**src/hdl/assert_macros.svh**
```systemverilog
// Assertion macros shared by the bounding circle block.
// Depends on nothing; included by modules that carry assertions.
`ifndef ASSERT_MACROS_SVH
`define ASSERT_MACROS_SVH
// Implication checked on every clock edge outside reset.
`define ASSERT_IMPL(lbl, clk, rstn, ante, cons) \
	lbl: assert property (@(posedge clk) disable iff (!rstn) (ante) |-> (cons)) \
		else $error("assertion failed");
// Next-cycle implication checked outside reset.
`define ASSERT_NEXT(lbl, clk, rstn, ante, cons) \
	lbl: assert property (@(posedge clk) disable iff (!rstn) (ante) |=> (cons)) \
		else $error("assertion failed");
`endif

```
**src/hdl/csbc_pkg.sv**
```systemverilog
// Package for the circle set bounding circle block.
// Holds the widths, the capacity and the sequencer state type; depends on nothing.
package csbc_pkg;
	localparam int SetCapacity = 32;
	localparam int IdxW = $clog2(SetCapacity);
	localparam int CntW = $clog2(SetCapacity + 1);
	localparam int SumW = 24 + CntW;
	localparam int DivW = SumW;
	localparam int DivCntW = $clog2(DivW + 1);
	localparam int D2W = 50;
	localparam int RootW = 25;
	localparam int SqCntW = 5;

	typedef enum logic [7:0] {
		ST_LOAD  = 8'b00000001,
		ST_DIVX  = 8'b00000010,
		ST_DIVY  = 8'b00000100,
		ST_READ  = 8'b00001000,
		ST_DIFF  = 8'b00010000,
		ST_SQR   = 8'b00100000,
		ST_ROOT  = 8'b01000000,
		ST_OUT   = 8'b10000000
	} state_t;

	typedef struct packed {
		logic start;
		logic busy;
	} div_ctl_t;
endpackage

```
**src/hdl/csbc_sqrt.sv**
```systemverilog
// Digit-by-digit floor square root, one result bit per cycle.
// Depends on csbc_pkg.
module csbc_sqrt (
	input  logic                       clk,
	input  logic                       arst_n,
	input  logic                       start,
	input  logic [csbc_pkg::D2W-1:0]   radicand,
	output logic                       done,
	output logic [csbc_pkg::RootW-1:0] root
);
	import csbc_pkg::*;

	logic [D2W-1:0]   val_q;
	logic [RootW+1:0] rem_q;
	logic [RootW-1:0] root_q;
	logic [SqCntW-1:0] cnt_q;
	logic             busy_q;
	logic [RootW+1:0] trial;
	logic [RootW+1:0] test;

	assign trial = {rem_q[RootW-1:0], val_q[D2W-1 -: 2]};
	assign test = {root_q, 2'b01};

	always_ff @(posedge clk or negedge arst_n) begin
		if (!arst_n) begin
			busy_q <= 1'b0;
			cnt_q <= '0;
			done <= 1'b0;
		end else begin
			done <= 1'b0;
			if (start) begin
				busy_q <= 1'b1;
				cnt_q <= SqCntW'(RootW);
			end else if (busy_q) begin
				cnt_q <= cnt_q - 1'b1;
				if (cnt_q == SqCntW'(1)) begin
					busy_q <= 1'b0;
					done <= 1'b1;
				end
			end
		end
	end

	always_ff @(posedge clk) begin
		if (start) begin
			val_q <= radicand;
			rem_q <= '0;
			root_q <= '0;
		end else if (busy_q) begin
			val_q <= {val_q[D2W-3:0], 2'b00};
			if (trial >= test) begin
				rem_q <= trial - test;
				root_q <= {root_q[RootW-2:0], 1'b1};
			end else begin
				rem_q <= trial;
				root_q <= {root_q[RootW-2:0], 1'b0};
			end
		end
	end

	assign root = root_q;

	`include "assert_macros.svh"
	`ASSERT_NEXT(a_sq_done_pulse, clk, arst_n, done, !done)
	`ASSERT_IMPL(a_sq_no_restart, clk, arst_n, start, !busy_q)
endmodule

```
**config.mk**
```make
export PLATFORM = sky130hd
export DESIGN_NAME = csbc_sqrt
export DESIGN_NICKNAME = d
export VERILOG_FILES = /design/src/hdl/csbc_pkg.sv /design/src/hdl/csbc_sqrt.sv
export VERILOG_INCLUDE_DIRS = /design/src /design/src/hdl
export SDC_FILE = /design/constraint.sdc
export NUM_CORES = 1
export LEC_CHECK = 0
export ABC_AREA = 1
export BUFFER_PORTS_ARGS = -buffer_cell sky130_fd_sc_hd__buf_4
export CAP_MARGIN = 30
export CORE_MARGIN = 1.5
export CORE_UTILIZATION = 35
export CTS_CLUSTER_DIAMETER = 100
export DETAILED_ROUTE_END_ITERATION = 10
export PLACE_DENSITY = 0.56
export RECOVER_POWER = 25
export SYNTH_ARGS = -nofsm -noshare
export SYNTH_HDL_FRONTEND = slang
export SYNTH_SLANG_ARGS = --single-unit
```
**constraint.sdc**
```tcl
create_clock -name clk -period 3.3 [get_ports clk]
set_input_delay 0.33 -clock clk [delete_from_list [all_inputs] [get_ports clk]]
set_output_delay 0.33 -clock clk [all_outputs]
set_load 0.03 [all_outputs]
```
==> Word-level counts from Yosys, hierarchy flattened <==
Cells that the tools add are included.
{ "op_classes": {"addsub": 2, "n_lt_le_gt_ge": 1, "eq_ne": 1, "n_mux": 12, "reduce_logical": 1} }
{ "op_table": {"columns": ["cell", "n"], "rows": [
  ["$mux 50", 2],
  ["$ge 27x27->1", 1],
  ["$mux 25", 1],
  ["$sub 25x25->25", 1],
  ["$mux 5", 2],
  ["$mux 1", 7],
  ["$eq 5x1->1 const B", 1],
  ["$sub 5x1->5 const B", 1],
  ["$reduce_bool 2->1", 1]
]} }
{ "totals": {"regBits": 107, "input_bits": 53, "output_inout_bits": 26, "word_cells": 23} }

==> Depth between registers and ports, before layout <==
{ "logic_depth": {"depth_word": 4, "mapped_depth": 14, "mapped_depth_nobuf": 14} }

==> Worst setup path after synthesis <==
OpenSTA, ideal clock, no wires.
{ "synth_timing": {"kind": "input to register", "start": "input start", "end": "register val_q[0] (enable)", "setup_ps": 434, "t_arrival_ps": 2456, "t_required_ps": 2866, "slack_ps": 410, "stages": 4, "path_buffers": 2, "path_cell_list": "clkbuf_1 nor2_2 clkinv_1 buf_1"} }
{ "synth_between": {"elab_chain_len": 1} }
{ "synth_rtl": {"columns": ["element", "line_no", "text"], "rows": [
  ["start: declaration", "csbc_sqrt.sv:6", "input logic start,"],
  ["$reduce_bool 2->1 (no source line)", null, null],
  ["end signal: assignment", "csbc_sqrt.sv:46", "val_q <= radicand;"],
  ["end signal: assignment", "csbc_sqrt.sv:50", "val_q <= {val_q[D2W-3:0], 2'b00};"],
  ["end: declaration", "csbc_sqrt.sv:13", "logic [D2W-1:0] val_q;"]
]} }
Every way passes these cells.
A chain may end at the register's enable or synchronous reset.

==> Worst setup path in the final report <==
{ "layout_timing": {"start": "register root_q[15] (netlist: root[15])", "end": "register rem_q[19]"} }
{ "layout_between": {"elab_chain_len": 2, "word_cells_on_any_way": 3, "cone_classes": "add/sub: 1; order compare: 1; mux: 1"} }
{ "layout_rtl": {"columns": ["element", "line_no", "text"], "rows": [
  ["start: declaration", "csbc_sqrt.sv:15", "logic [RootW-1:0] root_q;"],
  ["start signal: assignment", "csbc_sqrt.sv:53", "root_q <= {root_q[RootW-2:0], 1'b1};"],
  ["start signal: assignment", "csbc_sqrt.sv:56", "root_q <= {root_q[RootW-2:0], 1'b0};"],
  ["$sub 25x25->25 / $ge 27x27->1 (equally long branches)", "csbc_sqrt.sv:52, csbc_sqrt.sv:51", null],
  ["$mux 25 (*)", "csbc_sqrt.sv:51", "if (trial >= test) begin"],
  ["end signal: assignment", "csbc_sqrt.sv:52", "rem_q <= trial - test;"],
  ["end signal: assignment", "csbc_sqrt.sv:55", "rem_q <= trial;"],
  ["end: declaration", "csbc_sqrt.sv:14", "logic [RootW+1:0] rem_q;"]
]} }
Mark *: on every way between the ends. The rest lies on a longest branch, timed or not.

==> flow_summary_export.csv <==
group,metric,value,unit
flow_run,maxCapViolCount,0,
synth,synth-seq-cells,107,
placement,dp_slack,0.871,ns
finish,multi_input_area,2890,um^2
placement,io_buffer_count,78,
synth,synthesis.nets,940,
synth,synth_cell_type_count,33,
worst_setup_path,crit_slowest_cell,"ha_1",
synth,synthFlopType,"edfxtp_1",
placement,dpl_cell_area,6970,um^2
global_routing,grt_pass1_wl,25700,um
timing,rsz0062_at_grt,"false",
global_routing,grt.busiest_layer,"met2",
floorplan,rows,48,
global_routing,antenna_found_initial,0,
status,status,"finished clean",
finish,fin_area,7190,um^2
finish,filler_cell_count,1884,
global_routing,use_met3,2.81,%
clock_network,cts_buffer_depth,2,
timing,slew_viol_final,0,
worst_setup_path,worstSetupPathType,"flop to flop",
placement,gp_congestion,0.902,
synth,yosysTopAreaCell,"edfxtp_1",
clock_network,cts_max_level,3,
worst_setup_path,start_kind,"flop",
worst_setup_path,crit_buf_inv,4,
global_routing,use_met2,29.0,%
drt,firstDrtPassIters,5,
worst_setup_path,r2r-start,"root[15]$_SDFFE_PP0P_",
worst_setup_path,path_cells,"inv_1, ha_1, nand2_1, nor2_1, nand2_1, inv_1, nand3_2, buf_4, nand3_4, nand2_2, inv_2, nand2_1, nand3_1",
timing,setup_viol,0,
pwr,power.leakage,0.00363,uW
synth,synth_enable_flop_cells,50,
finish,diodes,0,
drt,drtIter0Drc,312,
synth,synth_top_area_share,24.4,%
timing,period_minus_slack,2.40,ns
timing,maxSlewHeadroom,3.99,%
floorplan,die_h,136,um
drt,ant_nets,0,
clock_network,cts_root_buf,"clkbuf_16",
worst_setup_path,crit_fanout,24,
synth,avgSynthCellArea,7.18,um^2
synth,synthTopCellsByArea,"edfxtp_1 (24%), nand2_1 (22%), dfxtp_1 (16%), inv_1 (7.4%), ha_1 (5.9%)",
pwr,power_density,854,nW/um^2
clock_network,cts_resized,0,
worst_setup_path,endpoint_kind,"flop",
synth,yosysSeqAreaShare,43.5,%
timing,worst_slew_pin_slew,1.44,ns
finish,nets,1013,
floorplan,coreArea,17200,um^2
worst_setup_path,critical_path.startpoint,"root[15]$_SDFFE_PP0P_",
timing,setup_slack,0.898,ns
timing,fmax,0.416,GHz
drt,via_per_inst,4.71,
worst_setup_path,crit_arrival,2.66,ns
clock_network,clkTransAtPathRegs,0.08,ns
synth,async_flop_share,6.54,%
floorplan,ios,79,
timing,tns,0,ns
drt,vias,5474,
synth,syn_area,6160,um^2
floorplan,dieArea,18400,um^2
synth,syn_inst,858,
global_routing,track_usage,17.8,%
global_routing,met1_usage,23.8,%
finish,area_delta_synth_final,16.7,%
min_path,hp-class,"input pin to flop",
min_path,hold_start,"radicand[0]",
worst_setup_path,slowest_delay,0.36,ns
global_routing,grt_pass1_vias,5258,
clock_network,cts_tree,"done",
drt,avgRoutedWirePerCell,13.4,um
global_routing,grt_max_degree,64,
synth,synth_warnings,0,
clock_network,cts_made_buffers,9,
finish,regArea,2680,um^2
timing,clock-skew-final,0.00923,ns
worst_setup_path,r2r_slack,0.90,ns
worst_setup_path,path_common_cell,"nand2_1",
floorplan,fp.dieW,136,um
finish,layout-drive-gt1-share,9.94,%
clock_network,insertion_delay,0.36,ns
worst_setup_path,required,3.56,ns
pwr,ir_drop,0.392,mV
worst_setup_path,crit_family,"simple AND/OR/NAND/NOR gates",
floorplan,initial_core_util,35.7,%
timing,timing.final.crit_share,72.8,%
placement,hpwl,11300,um
drt,drc,0,
global_routing,gr-total-overflow,0,
drt,drt_wl_total,15500,um
timing,hold_viol_final,0,
clock_network,cts.sinks,107,
-- per-stage QoR --
stage               cells  power, uW  util, %  hold WS, ns
floorplan             858       4260        -       0.0344
global placement     1144       5020     40.4        0.153
detailed placement   1144       5030     40.4        0.152
CTS                  1161       6200     42.3        0.201
global route         1161       6750     41.7        0.219
finish               1161       6140     41.7        0.216
-- where the power goes --
part	switching [uW]	internal, uW	total (uW)
Clock	585	550	1140
Sequential	113	1600	1710
Combinational	2160	1140	3290
-- timing repair --
item                      4_1_cts  5_1_grt
hold buffers                    1        0
setup buffers                   0        0
hold endpoints to repair        7        0
-- path summary, 6_finish.rpt --
check | end | cells after the start
worst max-delay path | rem_q[19]$_SDFFE_PP0P_ | 13
worst min-delay path | val_q[0]$_SDFFCE_PN0P_ | 3
worst max register to register | rem_q[19]$_SDFFE_PP0P_ | 13
worst min register to register | rem_q[23]$_SDFFE_PP0P_ | 2
max in group asynchronous | cnt_q[1]$_DFFE_PN0P_ | 2
min in group asynchronous | done$_DFF_PN0_ | 2
-- tightest hold or removal path: cells and delay by family --
kind	cells	cell delay [ns]
buffers and inverters	2	0.12
and+or+nand+nor	1	0.04
-- registers in the layout, indices dropped and copies added (netlist names) --
name	cells
cnt_q	5
root	25
rem_q	25
busy_q	1
val_q	50
done	1
-- synthesized netlist by cell type (all sizes together), types with 15 or more instances --
master  count
nand4      26
o22ai      25
a21oi      21
edfxtp     50
nand3      55
ha         29
dfxtp      50
nor2       40
o21ai      16
inv       126
nand2     366
clkbuf     15
-- layout by cell type, fill, tap and decap left out, drive strengths merged, types with 3 or more instances in the layout --
cell and n:
nand4 26, clkbuf 36, nand2 366, edfxtp 50
buf 58, nor3 3, o22ai 25, nor2 40
clkinv 3, nand3 55, dfxtp 50, o21ai 16
ha 29, o21bai 3, dfrtp 7, xnor2 6
inv 132, a21oi 21, xor2 5
-- logic make-up after synthesis --
kind of cell	Yosys count	synth area share (%)
AO/OA/AOI/OAI	67	6.34
flip-flops	107	43.5
XOR/XNOR	11	1.56
AND/OR/NAND/NOR	492	33.2
adder cells (fa/ha/maj)	29	5.89
buffers and inverters	152	9.57
-- layout make-up --
type / instances / area share, %
inverters: 128 / 6.69
clock buffers: 9 / 3.13
flip-flops and latches: 107 / 37.3
repair buffers: 86 / 7.61
multi-input cells: 599 / 40.2
clock inverters: 7 / 1.17
well taps: 225 / 3.92
-- per-layer routing --
metal | wire [um] | vias to the layer above
li1 | - | 2882
met4 | 309 | 0
met1 | 7520 | 2468
met5 | 0 | -
met2 | 7120 | 105
met3 | 601 | 19
Note: power is estimated with default switching activity, not from simulation.
