<file path="src/hdl/assert_macros.svh">
// Assertion macros shared by the bounding circle block.
// Depends on nothing; included by modules that carry assertions.
`ifndef ASSERT_MACROS_SVH
`define ASSERT_MACROS_SVH
// Implication checked on every clock edge outside reset.
`define ASSERT_IMPL(lbl, clk, rstn, ante, cons) \
	lbl: assert property (@(posedge clk) disable iff (!rstn) (ante) |-> (cons)) \
		else $error("assertion failed");
// Next-cycle implication checked outside reset.
`define ASSERT_NEXT(lbl, clk, rstn, ante, cons) \
	lbl: assert property (@(posedge clk) disable iff (!rstn) (ante) |=> (cons)) \
		else $error("assertion failed");
`endif

</file>
<file path="src/hdl/csbc_pkg.sv">
// Package for the circle set bounding circle block.
// Holds the widths, the capacity and the sequencer state type; depends on nothing.
package csbc_pkg;
	localparam int SetCapacity = 32;
	localparam int IdxW = $clog2(SetCapacity);
	localparam int CntW = $clog2(SetCapacity + 1);
	localparam int SumW = 24 + CntW;
	localparam int DivW = SumW;
	localparam int DivCntW = $clog2(DivW + 1);
	localparam int D2W = 50;
	localparam int RootW = 25;
	localparam int SqCntW = 5;

	typedef enum logic [7:0] {
		ST_LOAD  = 8'b00000001,
		ST_DIVX  = 8'b00000010,
		ST_DIVY  = 8'b00000100,
		ST_READ  = 8'b00001000,
		ST_DIFF  = 8'b00010000,
		ST_SQR   = 8'b00100000,
		ST_ROOT  = 8'b01000000,
		ST_OUT   = 8'b10000000
	} state_t;

	typedef struct packed {
		logic start;
		logic busy;
	} div_ctl_t;
endpackage

</file>
<file path="src/hdl/csbc_div.sv">
// Restoring divider, one quotient bit per cycle, truncating toward zero.
// Depends on csbc_pkg.
module csbc_div (
	input  logic                          clk,
	input  logic                          arst_n,
	input  logic                          start,
	input  logic signed [csbc_pkg::SumW-1:0] dividend,
	input  logic [csbc_pkg::CntW-1:0]     divisor,
	output logic                          done,
	output logic signed [23:0]            quotient
);
	import csbc_pkg::*;

	logic [DivW-1:0] num_q;
	logic [DivW-1:0] quo_q;
	logic [CntW:0]   rem_q;
	logic [DivCntW-1:0] cnt_q;
	logic            neg_q;
	logic            busy_q;
	logic [CntW:0]   trial;
	logic [DivW-1:0] quo_pos;
	logic [DivW-1:0] quo_fin;

	assign trial = {rem_q[CntW-1:0], num_q[DivW-1]};
	assign quo_pos = {quo_q[DivW-2:0], 1'b0};

	always_ff @(posedge clk or negedge arst_n) begin
		if (!arst_n) begin
			busy_q <= 1'b0;
			cnt_q <= '0;
			done <= 1'b0;
		end else begin
			done <= 1'b0;
			if (start) begin
				busy_q <= 1'b1;
				cnt_q <= DivCntW'(DivW);
			end else if (busy_q) begin
				cnt_q <= cnt_q - 1'b1;
				if (cnt_q == DivCntW'(1)) begin
					busy_q <= 1'b0;
					done <= 1'b1;
				end
			end
		end
	end

	always_ff @(posedge clk) begin
		if (start) begin
			neg_q <= dividend[SumW-1];
			num_q <= dividend[SumW-1] ? DivW'(-dividend) : DivW'(dividend);
			rem_q <= '0;
			quo_q <= '0;
		end else if (busy_q) begin
			num_q <= {num_q[DivW-2:0], 1'b0};
			if (trial >= {1'b0, divisor}) begin
				rem_q <= trial - {1'b0, divisor};
				quo_q <= quo_pos | DivW'(1);
			end else begin
				rem_q <= trial;
				quo_q <= quo_pos;
			end
		end
	end

	assign quo_fin = neg_q ? -quo_q : quo_q;
	assign quotient = quo_fin[23:0];

	`include "assert_macros.svh"
	`ASSERT_NEXT(a_done_pulse, clk, arst_n, done, !done)
	`ASSERT_IMPL(a_no_restart, clk, arst_n, start, !busy_q)
endmodule

</file>
<file path="config.mk">
export PLATFORM = sky130hd
export DESIGN_NAME = csbc_div
export DESIGN_NICKNAME = d
export VERILOG_FILES = /design/src/hdl/csbc_pkg.sv /design/src/hdl/csbc_div.sv
export VERILOG_INCLUDE_DIRS = /design/src /design/src/hdl
export SDC_FILE = /design/constraint.sdc
export NUM_CORES = 1
export LEC_CHECK = 0
export ABC_AREA = 1
export ABC_CLOCK_PERIOD_IN_PS = 1820
export BUFFER_PORTS_ARGS = -buffer_cell sky130_fd_sc_hd__buf_4
export CAP_MARGIN = 0
export CORE_ASPECT_RATIO = 0.7
export CORE_MARGIN = 4
export CORE_UTILIZATION = 50
export DETAILED_ROUTE_END_ITERATION = 10
export GPL_TIMING_DRIVEN = 0
export PLACE_DENSITY = 0.72
export SLEW_MARGIN = 20
export SYNTH_ARGS = -nofsm -noshare
export SYNTH_HDL_FRONTEND = slang
export SYNTH_SLANG_ARGS = --single-unit
</file>
<file path="constraint.sdc">
create_clock -name clk -period 1.82 [get_ports clk]
set_input_delay 0.182 -clock clk [delete_from_list [all_inputs] [get_ports clk]]
set_output_delay 0.182 -clock clk [all_outputs]
set_load 0.02 [all_outputs]
</file>
# ---- Yosys cells after proc, flatten, opt, wreduce, memory -nomap -nowiden
# Cells that the tools add are included.
dict set report totals {
  regBits 68
  output_inout_bits 25
}
dict set report classes {
  add_sub_neg 4
  magnitude_cmp 1
  n_eq_ne 1
  n_mux 14
  n_reduce_logical 1
}
# operator count
set op_table {}
lappend op_table {{2-to-1 mux 30 bit} 3}
lappend op_table {{negation 30 bit} 1}
lappend op_table {{2-to-1 mux 24 bit} 1}
lappend op_table {{negation 24 bit} 1}
lappend op_table {{2-to-1 mux 5 bit} 2}
lappend op_table {{greater-or-equal comparator 7 x 6 -> 1 bit} 1}
lappend op_table {{2-to-1 mux 1 bit} 7}
lappend op_table {{2-to-1 mux 6 bit} 1}
lappend op_table {{subtractor 6 bit} 1}
lappend op_table {{== test 5 x 1 -> 1 bit, second input constant} 1}
lappend op_table {{subtractor 5 x 1 -> 5 bit, second input constant} 1}
lappend op_table {{nonzero test 2 bit} 1}

# ---- Depth between registers and ports, before layout
dict set report depth {
  depth_word 4
  ltp_mapped 12
  mapped_depth_nobuf 12
}

# ---- Worst setup path after synthesis
# No wires, ideal clock.
dict set report synth_timing {
  path_kind {reg-to-output}
  from {register quo_q[1]}
  to {output port quotient[16]}
  arrival_time_ps 1483
  path_slack_ps 155
  stages_incl_launch_ff 8
  n_path_buf 0
  cell_sequence {dfxtp_1 > inv_1 > ha_1 > nand3_2 > nor2_2 > nand4_1 > o21ai_1 > xor2_1}
}
dict set report synth_between {
  elab_chain_cells 2
}
# item line_no
set synth_rtl {}
lappend synth_rtl {{start, declared} csbc_div.sv:15} ;# logic [DivW-1:0] quo_q;
lappend synth_rtl {{start signal, assigned} csbc_div.sv:57} ;# quo_q <= quo_pos | DivW'(1);
lappend synth_rtl {{start signal, assigned} csbc_div.sv:60} ;# quo_q <= quo_pos;
lappend synth_rtl {{negation 24 bit} csbc_div.sv:65} ;# assign quo_fin = neg_q ? -quo_q : quo_q;
lappend synth_rtl {{2-to-1 mux 24 bit} csbc_div.sv:65}
lappend synth_rtl {{end, declared} csbc_div.sv:10} ;# output logic signed [23:0] quotient
# No other way between the ends.

# ---- Worst setup path after layout
dict set report layout_timing {
  from {register quo_q[0]}
  to {output port quotient[8]}
}
# Same word-level chain as after synthesis.

==> qor.yml <==
status:
  outcome: "finished with violations"
  violations: "setup timing"
critical_path:
  cp.depth: 9
  r2r-start: "num_q[29]$_DFFE_PP_"
  cp-startpoint: "quo_q[0]$_SDFFE_PP0P_"
  crit_chain: "inv_4, ha_4, nand3_4, nor2_4, buf_4, buf_6, a21oi_1, xor2_1, buf_4"
  slowest_delay_ps: 380
  crit_path_start_kind: "register"
  cpMaxStageDelayCell: "dfxtp_4"
  path_delay_family: "buffers and inverters"
  crit_top_cell: "buf_4"
  r2r_setup_slack_ps: 60
  required_ps: 1640
  crit_type: "register to output pin"
  endpoint: "quotient[8]"
  rr_endpoint: "rem_q[4]$_SDFFE_PP0P_"
  critical_path_buf_inv_count: 4
  path_max_fanout: 4
  worstRegToRegCells: 11
  end_kind: "output pin"
  arrival_ps: 1790
global_routing:
  grt_pass1_vias: 4035
  track_usage_pct: 22.4
  antenna_found_initial: 0
  grt_max_degree: 40
  grt_pass1_wl_um: 18700
  grt_remaining_overflow: 0
timing:
  rsz0062_at_grt: "yes"
  setup_tns_ps: -1500
  setup_ws_ps: -149
  tightestPinTransition_ps: 488
  slew_headroom_pct: 67.5
  period_share_pct: 108
  whs_ps: 43.7
  finalHoldViolations: 0
  max_freq_mhz: 508
  timing.final.crit_period_ps: 1970
  clock_skew_ps: 8.94
  final_max_slew_viol_count: 0
  setup_violations: 16
layout:
  insertedDiodeCount: 0
  num-fill-cells: 725
  area_growth_syn_to_layout_pct: 28.5
  layout.nets: 727
  drive_gt1_share_pct: 24.8
synthesis:
  synthXorXnorAreaFrac_pct: 6.51
  synth_compound_area_share_pct: 11.2
  netlist.area_leader.share_pct: 21.6
  postSynthCellCount: 588
  synth.avg_cell_area_um2: 7.32
  synth_top_family_by_area: "simple AND/OR/NAND/NOR gates"
  yosysMostFrequentCell: "nand2_1"
  synthSimpleGateAreaFrac_pct: 29.7
  ys_async_sr_fraction_pct: 10.3
  ys_ff_latch: 68
  yosys-mux-area-fraction_pct: 0
  yosys.area_share.adder_pct: 3.66
  yosys_warnings: 0
  synth_seq_area_share_pct: 39.6
  synth_top_area_cell: "edfxtp_1"
  syn_area_um2: 4310
  yosys-top-cells-count: "155 x nand2_1, 75 x inv_1, 54 x nor2_1, 52 x nand3_1, 33 x o21ai_0"
  synthesis.nets: 639
  synth_edf_count: 31
  synthDistinctLibCells: 39
  synthTopCellsByArea: "edfxtp_1 22%, dfxtp_1 14%, nand2_1 14%"
  synthFlopType: "edfxtp_1"
place:
  dpl.hpwl_um: 8040
  gp_congestion: 0.870
  io_buffers: 63
floorplanning:
  io_pins: 64
  core_area_um2: 8410
  die_h_um: 85.6
  rows: 28
  dieArea_um2: 10200
  initial_core_util_pct: 51.2
  die_w_um: 119
run:
  maxCapViolations: 0
pwr:
  leakage_nw: 2.70
  pwr-share-clk_pct: 30.4
  power_density_nw_per_um2: 1100
  ir_worst_vdd_uv: 767
  p_sw_mw: 2.06
  p_seq_share_pct: 31.2
  p_int_mw: 4.01
  comb_power_share_pct: 38.4
  power_switching_share_pct: 33.9
clock_network:
  clk_transition_reported_paths_ps: 60
  numCtsBuffers: 9
  clk_path_buf_depth: 2
  clock-sinks: 68
  htreeDepth: 3
  cts-root-buf: "clkbuf_16"
  cts_tree: "done"
  clock_latency_ps: 330
worst_hold_path:
  hold_path.class: "input pin to register"
route:
  drt-wirelength-per-cell_um: 14.1
  vias: 4199
  drt-total-wl_um: 11100
  via_per_inst: 5.34
  postRouteAntennaNets: 0
  detail_route.first_pass.iterations: 5
  drt_iter0_drc: 313
  drc_errors: 0
layout make-up:
type / count / area, um2 / share of cell area [%]
timing repair buffer: 77 / 596 / 10.8
multi-input combinational: 421 / 2360 / 42.6
sequential: 68 / 1720 / 31.1
clock inverter: 6 / 88.8 / 1.61
inverter: 80 / 305 / 5.52
clock buffer: 10 / 229 / 4.14
tap: 105 / 131 / 2.37
buffer: 19 / 108 / 1.94
placed cells by master (no fill, tap or decap), types with 3 or more instances in the layout:
cell / netlist / routed
xnor2_1: 5 / 5
inv_1: 75 / 63
inv_2: 4 / 14
a21oi_1: 8 / 7
edfxtp_1: 31 / 31
dfxtp_1: 30 / 24
dfrtp_1: 7 / 7
clkbuf_1: 6 / 6
nand3_1: 52 / 47
nor3_1: 6 / 5
buf_2: 9 / 7
nand4_1: 9 / 9
nor2_2: 6 / 6
buf_4: 3 / 77
nor2_4: 0 / 3
nor2_1: 54 / 51
nand2_1: 155 / 148
o211ai_1: 6 / 6
ha_1: 11 / 9
dfxtp_2: 0 / 4
xor2_1: 27 / 25
o21ai_1: 4 / 6
o21ai_4: 0 / 3
nand2_2: 1 / 8
buf_6: 1 / 5
o21ai_0: 33 / 31
o22ai_1: 22 / 22
nand3_2: 4 / 7
clkbuf_16: 0 / 9
registers in the layout (all words and copies together), names as in the netlist:
name / count
quo_q: 24
busy_q: 1
cnt_q: 5
rem_q: 6
num_q: 30
done: 1
neg_q: 1
logic make-up (layout without fill, tap and decap cells):
kind of cell | count (synthesis) | after routing
AND/OR/NAND/NOR | 295 | 295
buffers and inverters | 99 | 192
AO/OA/AOI/OAI | 82 | 82
flip-flops | 68 | 68
XOR/XNOR | 32 | 32
adder cells (fa/ha/maj) | 12 | 12
power by group through the flow:
stage	clock network, mW	registers, mW	logic (mW)
2_1_floorplan	0	1.87	1.37
3_3_place_gp	0	1.90	1.93
3_5_place_dp	0	1.90	1.98
4_1_cts	1.87	1.89	2.25
5_1_grt	1.94	1.91	2.57
6_report	1.85	1.89	2.33
layer usage:
| metal | part of all wire [%] | vias up | GRT usage [%] |
|---|---|---|---|
| met5 | 0 | - | 0 |
| met3 | 6.1 | 18 | 5.34 |
| met1 | 47 | 1949 | 30.9 |
| li1 | - | 2102 | - |
| met2 | 46 | 130 | 35.6 |
| met4 | 1.2 | 0 | 6.41 |
timing repair:
item	in CTS	in global routing
buffers inserted	10	3
hold buffers	1	0
setup endpoints to repair	49	18
resized for setup	42	23
pin swaps	17	18
endpoints found under the hold margin	7	0
how the worst min path moves through the flow:
stage,start,endpoint,slack (ps),depth (start not counted)
6_report,dividend[29],neg_q$_DFFE_PP_,40,1
2_1_floorplan,arst_n,busy_q$_DFF_PN0_,-110,0
3_3_place_gp,arst_n,done$_DFF_PN0_,3,1
4_1_cts,dividend[29],neg_q$_DFFE_PP_,40,1
5_1_grt,dividend[29],neg_q$_DFFE_PP_,30,1
3_5_place_dp,arst_n,done$_DFF_PN0_,3,1
through the flow:
step,cells,utilization (%),total power [mW],instance area [um2],setup WS (ps)
finish,786,65.8,6.07,5530,-149
global route,786,65.8,6.42,5530,-249
CTS,783,64.9,6.01,5460,-185
detailed placement,756,58.4,3.88,4910,-94.3
global placement,756,58.4,3.83,4910,-55.9
floorplan,588,-,3.24,4310,155
Note: power is estimated with default switching activity, not from simulation.
